**src/hw/rtl/scheduled_multichannel_pwm_defines.svh**
```systemverilog
// Assertion macros for the scheduled multichannel PWM block.
// Included by the top level; no other dependencies.
`ifndef SCHEDULED_MULTICHANNEL_PWM_DEFINES_SVH
`define SCHEDULED_MULTICHANNEL_PWM_DEFINES_SVH
`ifndef SYNTHESIS
// Checks that the consequent holds in the same cycle as the antecedent.
`define SMPWM_ASSERT_NOW(lbl, clk_s, rst_s, ante, cons) \
    lbl: assert property (@(posedge clk_s) disable iff (!(rst_s)) (ante) |-> (cons)) \
        else $error("smpwm assertion failed");
// Checks that the consequent holds in the cycle after the antecedent.
`define SMPWM_ASSERT_NEXT(lbl, clk_s, rst_s, ante, cons) \
    lbl: assert property (@(posedge clk_s) disable iff (!(rst_s)) (ante) |=> (cons)) \
        else $error("smpwm assertion failed");
`else
`define SMPWM_ASSERT_NOW(lbl, clk_s, rst_s, ante, cons)
`define SMPWM_ASSERT_NEXT(lbl, clk_s, rst_s, ante, cons)
`endif
`endif

```
**src/hw/rtl/smpwm_pkg.sv**
```systemverilog
// Shared constants, status codes and controller/datapath interface types
// for the scheduled multichannel PWM block. No dependencies.
package smpwm_pkg;

    localparam int MAX_ENTRIES = 8;
    localparam int PERIOD_US   = 10000;
    localparam int DUTY_STEP   = PERIOD_US / 100;

    localparam int PIN_LIMIT  = 20;
    localparam int DUTY_LIMIT = 100;
    localparam int TIME_LIMIT = 2400;
    localparam int PIN_COUNT  = PIN_LIMIT + 1;

    localparam int IDX_W = (MAX_ENTRIES > 1) ? $clog2(MAX_ENTRIES) : 1;
    localparam int CNT_W = $clog2(MAX_ENTRIES + 1);
    localparam int THR_W = $clog2(DUTY_LIMIT * DUTY_STEP + 1);

    localparam logic [1:0] ST_OK      = 2'd0;
    localparam logic [1:0] ST_INVALID = 2'd1;
    localparam logic [1:0] ST_FULL    = 2'd2;

    typedef struct packed {
        logic             load;
        logic             cfg_en;
        logic             walk_en;
        logic [IDX_W-1:0] walk_idx;
        logic             out_load;
    } smpwm_cmd_t;

    typedef struct packed {
        logic [CNT_W-1:0] entry_count;
        logic             count_full;
    } smpwm_sts_t;

endpackage

```
**src/hw/rtl/smpwm_dp.sv**
```systemverilog
// Datapath of the scheduled multichannel PWM block: input capture, entry
// table, per-entry window and duty evaluation, pin state and result register.
// Depends on smpwm_pkg.
module smpwm_dp
    import smpwm_pkg::*;
(
    input  logic                 clk,
    input  logic                 rst_n,
    input  smpwm_cmd_t           cmd,
    output smpwm_sts_t           sts,
    input  logic [7:0]           pin_number,
    input  logic [7:0]           duty_percent,
    input  logic [15:0]          window_start,
    input  logic [15:0]          window_end,
    input  logic [15:0]          time_of_day,
    input  logic [31:0]          now_us,
    output logic [1:0]           status,
    output logic [PIN_COUNT-1:0] pin_levels
);

    // Captured item fields.
    logic [7:0]  pin_in_reg;
    logic [7:0]  duty_in_reg;
    logic [15:0] wstart_reg;
    logic [15:0] wend_reg;
    logic [15:0] tod_reg;
    logic [31:0] now_reg;

    // Entry table.
    logic [4:0]  entry_pin_reg   [MAX_ENTRIES];
    logic [6:0]  entry_duty_reg  [MAX_ENTRIES];
    logic [11:0] entry_open_reg  [MAX_ENTRIES];
    logic [11:0] entry_close_reg [MAX_ENTRIES];
    logic        entry_night_reg [MAX_ENTRIES];
    logic [31:0] entry_start_reg [MAX_ENTRIES];

    logic [CNT_W-1:0]     entry_count_reg;
    logic [CNT_W-1:0]     entry_count_next;
    logic [PIN_COUNT-1:0] pin_state_reg;
    logic [PIN_COUNT-1:0] pin_state_next;
    logic [1:0]           stat_reg;
    logic [1:0]           stat_next;
    logic [1:0]           status_reg;
    logic [PIN_COUNT-1:0] pin_levels_reg;

    logic                 cfg_valid;
    logic                 cfg_store;
    logic [IDX_W-1:0]     wr_idx;

    logic [4:0]           e_pin;
    logic [6:0]           e_duty;
    logic [11:0]          e_open;
    logic [11:0]          e_close;
    logic                 e_night;
    logic [31:0]          e_start;
    logic [31:0]          elapsed;
    logic [THR_W-1:0]     duty_thr;
    logic [PIN_COUNT-1:0] pin_mask;
    logic                 in_window;
    logic                 set_start;
    logic                 set_night;
    logic                 clr_night;

    assign sts.entry_count = entry_count_reg;
    assign sts.count_full  = (entry_count_reg >= CNT_W'(MAX_ENTRIES));

    assign cfg_valid = (pin_in_reg <= 8'(PIN_LIMIT)) && (duty_in_reg <= 8'(DUTY_LIMIT))
                    && (wstart_reg <= 16'(TIME_LIMIT)) && (wend_reg <= 16'(TIME_LIMIT))
                    && (wend_reg > wstart_reg);
    assign cfg_store = cmd.cfg_en && cfg_valid && !sts.count_full;
    assign wr_idx    = entry_count_reg[IDX_W-1:0];

    assign e_pin    = entry_pin_reg[cmd.walk_idx];
    assign e_duty   = entry_duty_reg[cmd.walk_idx];
    assign e_open   = entry_open_reg[cmd.walk_idx];
    assign e_close  = entry_close_reg[cmd.walk_idx];
    assign e_night  = entry_night_reg[cmd.walk_idx];
    assign e_start  = entry_start_reg[cmd.walk_idx];
    assign elapsed  = now_reg - e_start;
    assign duty_thr = THR_W'(e_duty) * THR_W'(DUTY_STEP);
    // Pins above the limit shift out of the vector and leave it untouched.
    assign pin_mask = PIN_COUNT'(1) << e_pin;
    assign in_window = (tod_reg >= 16'(e_open)) && (tod_reg < 16'(e_close));

    always_comb
    begin
        pin_state_next   = pin_state_reg;
        entry_count_next = entry_count_reg;
        stat_next        = stat_reg;
        set_start        = 1'b0;
        set_night        = 1'b0;
        clr_night        = 1'b0;
        if (cmd.load)
        begin
            stat_next = ST_OK;
        end
        if (cmd.cfg_en)
        begin
            if (!cfg_valid)
            begin
                stat_next = ST_INVALID;
            end
            else if (sts.count_full)
            begin
                stat_next = ST_FULL;
            end
            else
            begin
                entry_count_next = entry_count_reg + CNT_W'(1);
            end
        end
        if (cmd.walk_en)
        begin
            if (!in_window)
            begin
                pin_state_next = pin_state_reg & ~pin_mask;
                set_night      = 1'b1;
            end
            else if (e_night)
            begin
                pin_state_next = pin_state_reg | pin_mask;
                set_start      = 1'b1;
                clr_night      = 1'b1;
            end
            else if (elapsed >= 32'(PERIOD_US))
            begin
                if (e_duty != 7'd0)
                begin
                    pin_state_next = pin_state_reg | pin_mask;
                end
                set_start = 1'b1;
            end
            else if (elapsed >= 32'(duty_thr))
            begin
                if (e_duty != 7'(DUTY_LIMIT))
                begin
                    pin_state_next = pin_state_reg & ~pin_mask;
                end
            end
        end
    end

    always_ff @(posedge clk or negedge rst_n)
    begin
        if (!rst_n)
        begin
            entry_count_reg <= '0;
            pin_state_reg   <= '0;
        end
        else
        begin
            entry_count_reg <= entry_count_next;
            pin_state_reg   <= pin_state_next;
        end
    end

    always_ff @(posedge clk)
    begin
        stat_reg <= stat_next;
        if (cmd.load)
        begin
            pin_in_reg  <= pin_number;
            duty_in_reg <= duty_percent;
            wstart_reg  <= window_start;
            wend_reg    <= window_end;
            tod_reg     <= time_of_day;
            now_reg     <= now_us;
        end
        if (cfg_store)
        begin
            entry_pin_reg[wr_idx]   <= pin_in_reg[4:0];
            entry_duty_reg[wr_idx]  <= duty_in_reg[6:0];
            entry_open_reg[wr_idx]  <= wstart_reg[11:0];
            entry_close_reg[wr_idx] <= wend_reg[11:0];
            entry_night_reg[wr_idx] <= 1'b1;
        end
        if (set_night)
        begin
            entry_night_reg[cmd.walk_idx] <= 1'b1;
        end
        if (clr_night)
        begin
            entry_night_reg[cmd.walk_idx] <= 1'b0;
        end
        if (set_start)
        begin
            entry_start_reg[cmd.walk_idx] <= now_reg;
        end
        if (cmd.out_load)
        begin
            status_reg     <= stat_reg;
            pin_levels_reg <= pin_state_reg;
        end
    end

    assign status     = status_reg;
    assign pin_levels = pin_levels_reg;

endmodule

```
**src/hw/rtl/smpwm_ctrl.sv**
```systemverilog
// Controller of the scheduled multichannel PWM block: item sequencing, entry
// walk counter and result valid. Depends on smpwm_pkg.
module smpwm_ctrl
    import smpwm_pkg::*;
(
    input  logic       clk,
    input  logic       rst_n,
    input  logic       req_valid,
    output logic       req_stall,
    input  logic       operation,
    output logic       rsp_valid,
    input  logic       rsp_stall,
    output smpwm_cmd_t cmd,
    input  smpwm_sts_t sts
);

    localparam logic [1:0] S_IDLE = 2'd0;
    localparam logic [1:0] S_CFG  = 2'd1;
    localparam logic [1:0] S_WALK = 2'd2;
    localparam logic [1:0] S_DONE = 2'd3;

    logic [1:0]       state_reg;
    logic [1:0]       state_next;
    logic [IDX_W-1:0] idx_reg;
    logic [IDX_W-1:0] idx_next;
    logic             rsp_valid_reg;
    logic             rsp_valid_next;
    logic             accept;
    logic             out_free;
    logic             last_entry;

    assign accept     = req_valid && (state_reg == S_IDLE);
    assign out_free   = !rsp_valid_reg || !rsp_stall;
    assign last_entry = ((CNT_W'(idx_reg) + CNT_W'(1)) == sts.entry_count);

    always_comb
    begin
        state_next   = state_reg;
        idx_next     = idx_reg;
        cmd.load     = 1'b0;
        cmd.cfg_en   = 1'b0;
        cmd.walk_en  = 1'b0;
        cmd.walk_idx = idx_reg;
        cmd.out_load = 1'b0;
        case (state_reg)
            S_IDLE:
            begin
                if (accept)
                begin
                    cmd.load = 1'b1;
                    idx_next = '0;
                    if (!operation)
                    begin
                        state_next = S_CFG;
                    end
                    else if (sts.entry_count == '0)
                    begin
                        state_next = S_DONE;
                    end
                    else
                    begin
                        state_next = S_WALK;
                    end
                end
            end
            S_CFG:
            begin
                cmd.cfg_en = 1'b1;
                state_next = S_DONE;
            end
            S_WALK:
            begin
                cmd.walk_en = 1'b1;
                if (last_entry)
                begin
                    state_next = S_DONE;
                end
                else
                begin
                    idx_next = idx_reg + IDX_W'(1);
                end
            end
            S_DONE:
            begin
                // The result waits here until the output register is free.
                if (out_free)
                begin
                    cmd.out_load = 1'b1;
                    state_next   = S_IDLE;
                end
            end
            default:
            begin
                state_next = S_IDLE;
            end
        endcase
    end

    always_comb
    begin
        rsp_valid_next = rsp_valid_reg;
        if (cmd.out_load)
        begin
            rsp_valid_next = 1'b1;
        end
        else if (rsp_valid_reg && !rsp_stall)
        begin
            rsp_valid_next = 1'b0;
        end
    end

    always_ff @(posedge clk or negedge rst_n)
    begin
        if (!rst_n)
        begin
            state_reg     <= S_IDLE;
            idx_reg       <= '0;
            rsp_valid_reg <= 1'b0;
        end
        else
        begin
            state_reg     <= state_next;
            idx_reg       <= idx_next;
            rsp_valid_reg <= rsp_valid_next;
        end
    end

    assign req_stall = (state_reg != S_IDLE);
    assign rsp_valid = rsp_valid_reg;

endmodule

```
**src/hw/rtl/scheduled_multichannel_pwm.sv**
```systemverilog
// Top level of the scheduled multichannel PWM block.
// Joins smpwm_ctrl and smpwm_dp; depends on smpwm_pkg and the defines header.
//
// Usage. Items enter on the req channel (req_valid, req_stall); each gives one
// result on the rsp channel (rsp_valid, rsp_stall) holding status and the 21
// pin levels after the item. An item is taken when valid is high and stall low.
// A configure item (operation 0) checks and appends one entry to an eight-entry
// table; a tick item (operation 1) walks the stored entries one per cycle and
// updates the pins, later entries winning on a shared pin.
// Steps: a configure item passes a check-and-store step and then a final step that
// loads the output register; a tick item walks each stored entry in turn through
// the single evaluation unit and then takes the same final step (a tick on an
// empty table goes straight to it).
// The result sits in an output register, so the next item is taken while the
// previous result is still stalled; a finished item waits in its final step
// until that register frees up, and req_stall stays high meanwhile.
// Reset clears the entry count, the pin state (all pins low) and the result valid;
// the table itself needs no clearing pass.
`include "scheduled_multichannel_pwm_defines.svh"
module scheduled_multichannel_pwm
    import smpwm_pkg::*;
(
    input  logic                 clk,
    input  logic                 rst_n,
    input  logic                 req_valid,
    output logic                 req_stall,
    input  logic                 operation,
    input  logic [7:0]           pin_number,
    input  logic [7:0]           duty_percent,
    input  logic [15:0]          window_start,
    input  logic [15:0]          window_end,
    input  logic [15:0]          time_of_day,
    input  logic [31:0]          now_us,
    output logic                 rsp_valid,
    input  logic                 rsp_stall,
    output logic [1:0]           status,
    output logic [PIN_COUNT-1:0] pin_levels
);

    smpwm_cmd_t cmd;
    smpwm_sts_t sts;

    smpwm_ctrl u_ctrl (
        .clk       (clk),
        .rst_n     (rst_n),
        .req_valid (req_valid),
        .req_stall (req_stall),
        .operation (operation),
        .rsp_valid (rsp_valid),
        .rsp_stall (rsp_stall),
        .cmd       (cmd),
        .sts       (sts)
    );

    smpwm_dp u_dp (
        .clk          (clk),
        .rst_n        (rst_n),
        .cmd          (cmd),
        .sts          (sts),
        .pin_number   (pin_number),
        .duty_percent (duty_percent),
        .window_start (window_start),
        .window_end   (window_end),
        .time_of_day  (time_of_day),
        .now_us       (now_us),
        .status       (status),
        .pin_levels   (pin_levels)
    );

    // An accepted item always keeps the input busy for at least the next cycle.
    `SMPWM_ASSERT_NEXT(a_busy_after_accept, clk, rst_n, req_valid && !req_stall, req_stall)
    // The walk never reaches past the stored entries.
    `SMPWM_ASSERT_NOW(a_walk_in_range, clk, rst_n, cmd.walk_en, CNT_W'(cmd.walk_idx) < sts.entry_count)
    // A configure on a full table leaves the count alone.
    `SMPWM_ASSERT_NEXT(a_full_holds, clk, rst_n, cmd.cfg_en && sts.count_full, $stable(sts.entry_count))
    // A result is loaded only while the output register is free.
    `SMPWM_ASSERT_NOW(a_load_free, clk, rst_n, cmd.out_load, !rsp_valid || !rsp_stall)

endmodule

```
**config.mk**
```make
export PLATFORM = sky130hd
export DESIGN_NAME = scheduled_multichannel_pwm
export DESIGN_NICKNAME = d
export VERILOG_FILES = /design/src/hw/rtl/smpwm_pkg.sv /design/src/hw/rtl/smpwm_dp.sv /design/src/hw/rtl/smpwm_ctrl.sv /design/src/hw/rtl/scheduled_multichannel_pwm.sv
export VERILOG_INCLUDE_DIRS = /design/src /design/src/hw/rtl
export SDC_FILE = /design/constraint.sdc
export NUM_CORES = 1
export LEC_CHECK = 0
export ABC_AREA = 1
export BUFFER_PORTS_ARGS = -buffer_cell sky130_fd_sc_hd__buf_2
export CAP_MARGIN = 20
export CORE_ASPECT_RATIO = 1.4
export CORE_MARGIN = 2
export CORE_UTILIZATION = 35
export CTS_CLUSTER_SIZE = 40
export DETAILED_ROUTE_END_ITERATION = 7
export SLEW_MARGIN = 10
export SYNTH_ARGS = -nofsm -noshare
export SYNTH_HDL_FRONTEND = slang
export SYNTH_HIERARCHICAL = 1
export SYNTH_SLANG_ARGS = --single-unit
```
**constraint.sdc**
```tcl
create_clock -name clk -period 9.8 [get_ports clk]
set_input_delay 1.96 -clock clk [delete_from_list [all_inputs] [get_ports clk]]
set_output_delay 1.96 -clock clk [all_outputs]
set_load 0.005 [all_outputs]
```
Word-level counts from Yosys, hierarchy flattened:

Memory sizes are Yosys's and may differ from the RTL's.
Index checks and enable logic that the tools add are counted.

* $add $sub $neg: 4
* $mul: 1
* order comparisons: 10
* eq/ne operators: 12
* shift operators: 1
* multiplexer cells: 48
* bitwise operators: 5
* reductions and logical operators: 24

Operator list (number)
* two-way mux 21 bit: 6
* greater-or-equal comparator 32 x 14 -> 1 bit: 1
* greater-or-equal comparator 32 x 14 -> 1 bit (second input constant): 1
* <= comparator 16 x 12 -> 1 bit (second input constant): 2
* subtractor 32 bit: 1
* two-way mux 1 bit: 29
* bitwise AND 21 bit: 1
* NOT 21 bit: 1
* bitwise OR 21 bit: 1
* << shifter 1 x 5 -> 21 bit (first input constant): 1
* greater-or-equal comparator 16 x 12 -> 1 bit: 1
* greater-than comparator 16 bit: 1
* less-than comparator 16 x 12 -> 1 bit: 1
* two-way mux 2 bit: 8
* multiplier 7 x 5 -> 12 bit (second input constant): 1
* inequality test 4 x 3 -> 1 bit (second input constant): 3
* logical AND 1 bit: 9
* two-way mux 3 bit: 3
* AND reduction 3 bit: 3
* <= comparator 8 x 5 -> 1 bit (second input constant): 1
* <= comparator 8 x 7 -> 1 bit (second input constant): 1
* case mux 2 bit (4 select lines): 1
* inequality test 7 bit (second input constant): 1
* nonzero test 7 bit: 1
* 19 further kinds: 26

* bits in registers: 152
* memory bits (writable): 552
* input port bits: 101
* output and inout port bits: 25
* logic and storage cells: 125
* memories: 6

Memory list
* u_dp.entry_start_reg: words 8, width 32, rd ports 1, clocked after memory_dff 0, write ports 1, line smpwm_dp.sv:35 `logic [31:0] entry_start_reg [MAX_ENTRIES];`
* u_dp.entry_close_reg: words 8, width 12, rd ports 1, clocked after memory_dff 0, write ports 1, line smpwm_dp.sv:33 `logic [11:0] entry_close_reg [MAX_ENTRIES];`
* u_dp.entry_open_reg: words 8, width 12, rd ports 1, clocked after memory_dff 0, write ports 1, line smpwm_dp.sv:32 `logic [11:0] entry_open_reg [MAX_ENTRIES];`
* u_dp.entry_duty_reg: words 8, width 7, rd ports 1, clocked after memory_dff 0, write ports 1, line smpwm_dp.sv:31 `logic [6:0] entry_duty_reg [MAX_ENTRIES];`
* u_dp.entry_pin_reg: words 8, width 5, rd ports 1, clocked after memory_dff 0, write ports 1, line smpwm_dp.sv:30 `logic [4:0] entry_pin_reg [MAX_ENTRIES];`
* u_dp.entry_night_reg: words 8, width 1, rd ports 1, clocked after memory_dff 0, write ports 1, line smpwm_dp.sv:34 `logic entry_night_reg [MAX_ENTRIES];`

Longest topological paths before layout:

Gate-level depths: netlist of run 1.

* depth after elaboration: 10
* gate-level depth with buffers: 39
* mapped depth without buffers: 34

Cells and area by module:

Netlist of run 1, hierarchy kept.

Modules (own cells, without submodules)
* smpwm_dp: times used 1, cells each 2540, area each 30465.5 µm², seq. area each 20734.9 µm²
* smpwm_ctrl: times used 1, cells each 79, area each 570.5 µm², seq. area each 150.1 µm²

Worst setup path after synthesis of run 1:

OpenSTA, ideal clock, no wires.

* kind: register to register
* from: register u_ctrl.idx_reg[0]
* to: memory u_dp.entry_start_reg[0][0], enable pin
* library setup time: 0.502 ns
* arrival: 6.776 ns
* required time: 9.298 ns
* path slack: 2.522 ns
* cell stages (with the launch flop): 27
* path buffers: 5
* clock period less this slack: 7.278 ns
* cells stage by stage: dfrtp_1 -> buf_4 -> inv_2 -> buf_6 -> nor3_4 -> buf_2 -> buf_1 -> clkbuf_1 -> a22oi_1 -> nand4_1 -> inv_1 -> ha_1 -> nand2_1 -> inv_1 -> a21oi_1 -> nand2_2 -> nand2_1 -> nand2_1 -> nand2_1 -> nand2_1 -> nor3_1 -> nand3_1 -> nand2_1 -> inv_1 -> nand3_1 -> nand3_1 -> nor4_1

* word-level cells in the longest chain between the ends: 9
* elaborated cells between the ends (all ways): 15
* classes of those cells: add/sub: 1; order compare: 3; mux: 6; reduce/logical: 1; memory: 4

RTL lines
* start: declaration: line smpwm_ctrl.sv:24 `logic [IDX_W-1:0] idx_reg;`
* start signal: assignment: line smpwm_ctrl.sv:123 `idx_reg <= idx_next;`
* memory read (8 x 32 bit)
* subtractor 32 bit: line smpwm_dp.sv:79 `assign elapsed = now_reg - e_start;`
* greater-or-equal comparator 32 x 14 -> 1 bit: line smpwm_dp.sv:125 `else if (elapsed >= 32'(PERIOD_US))`
* two-way mux 1 bit: line smpwm_dp.sv:125
* two-way mux 1 bit: line smpwm_dp.sv:119 `else if (e_night)`
* two-way mux 1 bit: line smpwm_dp.sv:114 `if (!in_window)`
* two-way mux 1 bit: line smpwm_dp.sv:112 `if (cmd.walk_en)`
* two-way mux 1 bit: line smpwm_dp.sv:185 `if (set_start)`
* two-way mux 1 bit (implied by the code): line smpwm_dp.sv:187 `entry_start_reg[cmd.walk_idx] <= now_reg;`
* end: declaration: line smpwm_dp.sv:35

Several ways; a longest one is shown, not always the timed one.

Final worst setup path of run 1:

* from: register u_ctrl.idx_reg[1]
* to: memory u_dp.entry_start_reg[7][17], enable pin

The elaborated chain is that of the path after synthesis.

==> run_results.csv, run 1 <==
group,metric,value,unit
detailed_routing,drc,0,
layout,multi_input_area,0.00878,mm2
cts,max-clock-path-buffers,3,
sta,relSlewSlack,0.288,
sta,slew_violations,0,
grt,antenna_found_initial,0,
layout,drive_gt1_frac,0.116,
sta,min_period,7.44,ns
floorplanning,die_h,356,um
critical_path,critical_path.cell_chain,"nand3_1 > inv_2 > buf_4 > a221oi_1 > nand3_1 > inv_1 > ha_1 > nand2_1 > nor2_1 > nand2_1 > nor2_1 > nand2_1 > nand2_1 > nand2_1 > nand2_1 > inv_1 > nand2_1 > nor2_1 > nand2_1 > nor2_1 > nand3_1 > nand3_1 > nor2_4 > buf_4",
cts,path_clk_slew,0.06,ns
critical_path,crit_type,"reg2reg",
layout,area_delta_synth_final,14.1,%
grt,grt_max_degree,68,
grt,track_usage,0.178,
detailed_routing,drtAntennaViolNets,0,
synthesis,syn_area_per_cell,11.9,um2
floorplanning,core-area,0.0881,mm2
layout,final_nets,2996,
critical_path,reg2reg_depth,24,
min_path,min_path_cells,0,
detailed_routing,finalWirelength,81800,um
sta,hold_viol_final,0,
cts,cts_setup_buffers,0,
layout,ff_latch_area,0.0209,mm2
cts,cts-htree-levels,3,
cts,cts_tree,"yes",
grt,grt_pass1_vias,20268,
cts,cts_resized,0,
grt,gr-total-overflow,0,
placed_design,dp_slack,2.25,ns
layout,diodes,0,
critical_path,crit_path_top_delay_cell,"nand3_1",
placed_design,hpwlAfterDp,53500,um
pwr,p_per_area,282,mW/mm2
cts,cts_inserted_buffers,69,
critical_path,worstSetupStartpointType,"flip-flop",
floorplanning,die_area,0.0911,mm2
sta,fin_crit_sh,0.759,
sta,rsz0062_at_grt,"no",
critical_path,crit_arrival,7.73,ns
detailed_routing,wl_per_cell,20.5,um
layout,design_area,0.0354,mm2
pwr,vdd.ir_drop.worst,0.000174,V
placed_design,finalWeightedCongestion,0.980,
min_path,min_path_type,"reg2reg",
floorplanning,initial_core_util,0.352,
synthesis,syn_nets,2843,
detailed_routing,drt-initial-drc-count,1729,
sta,finClkSkew,0.0336,ns
placed_design,place_area,0.0332,mm2
cts,cts-root-buf,"clkbuf_16",
critical_path,end_kind,"flip-flop",
detailed_routing,vias_per_cell,5.09,
cts,hold_buffers,0,
critical_path,cp_max_fo,37,
sta,setup_tns,0,ns
critical_path,path_common_cell,"nand2_1",
detailed_routing,firstDrtPassIters,5,
floorplanning,ios,126,
run_status,status,"complete, no violations",
floorplanning,floorplan.rows,129,
synthesis,syn_area,0.0310,mm2
layout,fillCellCount,8430,
detailed_routing,num_vias,20341,
pwr,p_leak,13.6,nW
sta,fmax,134,MHz
flow_run,maxCapViolCount,0,
sta,setup_viol,0,
sta,setup_ws,2.36,ns
floorplanning,dieWidth,256,um
critical_path,cp.required,10.10,ns
cts,clkSinkCount,704,
grt,grt_pass1_wl,123000,um
layout,largest_reg_flops,256,
sta,worstMarginPinSlew,1.07,ns
placed_design,io_buffers,125,
cts,clkLatencyLatePin,0.65,ns
critical_path,critPathMaxStageDelay,0.85,ns
synthesis,yosysWarnings,6,
synthesis,netlist_instances,2618,
[layout by cell type (no fill, tap or decap), drive strengths merged, types with 10 or more instances in the layout]
cell type    n
nor2       118
xor2        12
a21oi       60
a22oi       65
o21ai       44
nand3      135
clkbuf      84
o22ai       10
clkinv      30
nand2      705
dfxtp       10
edfxtp     663
buf        159
nand4       73
a22o        61
inv        304
nand3b      11
dfrtp       31
nor3        17
ha         121
a221oi      63
[area by class of cell]
class | instances | share of cell area
well taps | 1179 | 0.0417
clock buffers | 84 | 0.0504
multi-input cells | 1534 | 0.248
clock inverters | 36 | 0.0110
inverters | 303 | 0.0322
repair buffers | 159 | 0.0266
flip-flops and latches | 704 | 0.590
[per-stage QoR]
stage,cells,hold WS [ns],util,total power [mW]
floorplan,2618,0.409,-,6.29
global placement,3877,0.430,0.377,7.47
detailed placement,3877,0.429,0.377,7.49
CTS,3997,0.446,0.401,10.1
global route,3999,0.455,0.402,10.7
finish,3999,0.442,0.402,10.0
[final timing paths]
path / startpoint / slack [ns] / to
max: u_ctrl/idx_reg[1]$_DFFE_PN0P_ / 2.36 / u_dp/entry_start_reg[7][17]$_DFFE_PP_
min: u_dp/stat_reg[1]$_DFF_P_ / 0.44 / u_dp/status[1]$_DFFE_PP_
max reg2reg: u_ctrl/idx_reg[1]$_DFFE_PN0P_ / 2.36 / u_dp/entry_start_reg[7][17]$_DFFE_PP_
min reg2reg: u_dp/stat_reg[1]$_DFF_P_ / 0.44 / u_dp/status[1]$_DFFE_PP_
max in group asynchronous: rst_n / 7.90 / u_ctrl/idx_reg[1]$_DFFE_PN0P_
min in group asynchronous: rst_n / 1.37 / async pin
[critical path, delay by kind of cell, from the launching register on]
family          cells  cell delay [ns]
flops               1             0.81
simple gates       17             3.82
fa+ha+maj           1             0.41
compound gates      1             0.14
buf+inv             5             1.84
[layer usage]
layer	wire (um)	up-vias	global-route usage
li1	-	9594	-
met1	32400	10043	0.208
met2	43100	573	0.332
met3	3760	131	0.0240
met4	2600	0	0.0650
met5	0	-	0
[power breakdown]
group | internal [mW] | switching, mW
Combinational | 1.23 | 2.42
Clock | 1.40 | 1.17
Sequential | 3.56 | 0.213
No activity file was read; power rests on OpenSTA's default activity.
==> run 2, diff against run 1 <==
clock period = 6.3 ns   (was 9.8 ns; I/O delays follow)
==> run 2 against run 1 <==
Global-route usage down 0.20 points. Cell area grew 0.34%. Flip-flop and latch count did not move. Hold slack worse by 0.0065 ns. Register-to-register slack got worse by 1.9 ns. First-iteration DRC count shrank 16%. Power rose by 53%. Maximum frequency up 28%. Highest routed layer unchanged.
==> run_results.csv, run 2 (same netlist as run 1, synthesis figures left out) <==
group,metric,value,unit
detailed_routing,routed-wl-met3,2880,um
detailed_routing,firstDrtPassIters,7,
critical_path,crit_path_top_delay_cell,"dfrtp_1",
cts,cts-htree-levels,3,
cts,cts_tree,"yes",
cts,path_clk_slew,0.07,ns
sta,fin_crit_sh,0.920,
pwr,p_per_area,429,mW/mm2
placed_design,dp.cells,3895,
sta,hold_viol_final,0,
critical_path,cp_max_fo,28,
grt,grt_max_degree,58,
cts,clkSinkCount,704,
cts,cts_inserted_buffers,67,
layout,final_nets,3015,
sta,worstMarginPinSlew,1.00,ns
layout,fin_util,0.403,
floorplanning,core-area,0.0881,mm2
critical_path,critPathMaxStageDelay,0.46,ns
placed_design,hpwlAfterDp,54000,um
layout,ff_latch_area,0.0209,mm2
critical_path,cp.required,6.82,ns
sta,fmax,173,MHz
run_status,status,"complete, no violations",
floorplanning,die_area,0.0911,mm2
pwr,vdd.ir_drop.worst,0.000294,V
critical_path,path_common_cell,"nand2_1",
layout,area_delta_synth_final,14.5,%
detailed_routing,drc,0,
layout,stdcell_count,4015,
detailed_routing,topRoutingLayerUsed,"met4",
layout,diodes,0,
grt,antenna_found_initial,0,
floorplanning,initial_core_util,0.352,
detailed_routing,drt-initial-drc-count,1458,
detailed_routing,finalWirelength,80700,um
pwr,total_power,15.2,mW
pwr,p_leak,13.7,nW
min_path,min_path_type,"reg2reg",
layout,drive_gt1_frac,0.124,
placed_design,io_buffers,125,
sta,slew_violations,0,
sta,finClkSkew,0.0300,ns
critical_path,crit_arrival,6.31,ns
placed_design,finalWeightedCongestion,0.925,
critical_path,worstSetupStartpointType,"flip-flop",
sta,relSlewSlack,0.330,
detailed_routing,vias_per_cell,5.01,
floorplanning,floorplan.rows,129,
flow_run,maxCapViolCount,0,
floorplanning,dieWidth,256,um
cts,clkLatencyLatePin,0.64,ns
grt,grt_pass1_vias,20039,
layout,largest_reg_flops,256,
critical_path,end_kind,"flip-flop",
detailed_routing,num_vias,20132,
grt,track_usage,0.176,
detailed_routing,dr_wl_met2,43400,um
sta,setup_tns,0,ns
grt,grt_pass1_wl,122000,um
sta,setup_viol,0,
sta,min_period,5.80,ns
cts,cts-root-buf,"clkbuf_16",
detailed_routing,drtAntennaViolNets,0,
detailed_routing,wl_per_cell,20.1,um
layout,multi_input_area,0.00881,mm2
layout,layout_common_cells,"nand2_1, edfxtp_1, inv_1, nand3_1, buf_2",
cts,max-clock-path-buffers,3,
sta,setup_ws,0.505,ns
critical_path,crit_type,"reg2reg",
floorplanning,ios,126,
placed_design,dp_slack,0.252,ns
layout,final_common_cell,"nand2_1",
detailed_routing,wl_met1,31700,um
grt,gr-total-overflow,0,
floorplanning,die_h,356,um
layout,fillCellCount,8373,
run 2: cell types whose count changed in the layout (fill, tap and decap cells not counted), moves of 2 or more:
| cell | before | now |
|---|---|---|
| buf_12 | 5 | 11 |
| buf_4 | 29 | 43 |
| bufinv_16 | 3 | 1 |
| clkbuf_1 | 15 | 12 |
| clkbuf_16 | 69 | 67 |
| clkinv_1 | 12 | 10 |
| clkinv_2 | 9 | 16 |
| clkinv_4 | 3 | 0 |
| nand3_1 | 131 | 128 |
| nand3_2 | 3 | 6 |
run 2: path summary, 6_finish.rpt:
check                                         startpoint                       endpoint  slack [ns]  depth (start not counted)
max                        u_ctrl/idx_reg[1]$_DFFE_PN0P_                      flip-flop        0.50                         33
min                             u_dp/stat_reg[0]$_DFF_P_       u_dp/status[0]$_DFFE_PP_        0.44                          0
max reg2reg                u_ctrl/idx_reg[1]$_DFFE_PN0P_                      flip-flop        0.50                         33
min reg2reg                     u_dp/stat_reg[0]$_DFF_P_       u_dp/status[0]$_DFFE_PP_        0.44                          0
max in group asynchronous                          rst_n  u_ctrl/idx_reg[0]$_DFFE_PN0P_        5.07                          1
min in group asynchronous                          rst_n   u_ctrl/rsp_valid$_DFFE_PN0P_        0.70                          1
run 2: layout make-up:
| class | count | share of cell area |
|---|---|---|
| sequential | 704 | 0.588 |
| clock buffer | 80 | 0.0489 |
| inverter | 303 | 0.0322 |
| multi-input combinational | 1534 | 0.248 |
| clock inverter | 35 | 0.00824 |
| timing repair buffer | 180 | 0.0332 |
| tap | 1179 | 0.0415 |
run 2: report_power, final:
part	leakage [nW]	internal (mW)	switching, mW
sequential	6.50	5.54	0.308
combinational	6.20	1.94	3.67
clock	0.994	2.04	1.76
run 2: per-stage QoR:
step	area (um2)	hold WS [ns]
2_1_floorplan	31000	0.409
3_3_place_gp	33400	0.425
3_5_place_dp	33400	0.424
4_1_cts	35500	0.437
5_1_grt	35500	0.457
6_report	35500	0.436
run 2: critical path: cells and delay by family (launching register included):
family	cells	cell delay, ns
XOR/XNOR	1	0.14
flip-flops	1	0.46
AND/OR/NAND/NOR	17	1.71
adder cells (fa/ha/maj)	5	1.66
AO/OA/AOI/OAI	6	1.07
buffers and inverters	4	0.61
run 2: repair_timing:
action	CTS	global route
hold buffers	0	0
gates resized for setup	0	7
setup endpoints to repair	0	21
setup buffers	0	5
run 2: metal layers:
metal | GRT usage | vias to the layer above
met5 | 0 | -
met4 | 0.0701 | 0
met3 | 0.0222 | 133
met2 | 0.335 | 439
met1 | 0.198 | 9922
li1 | - | 9638
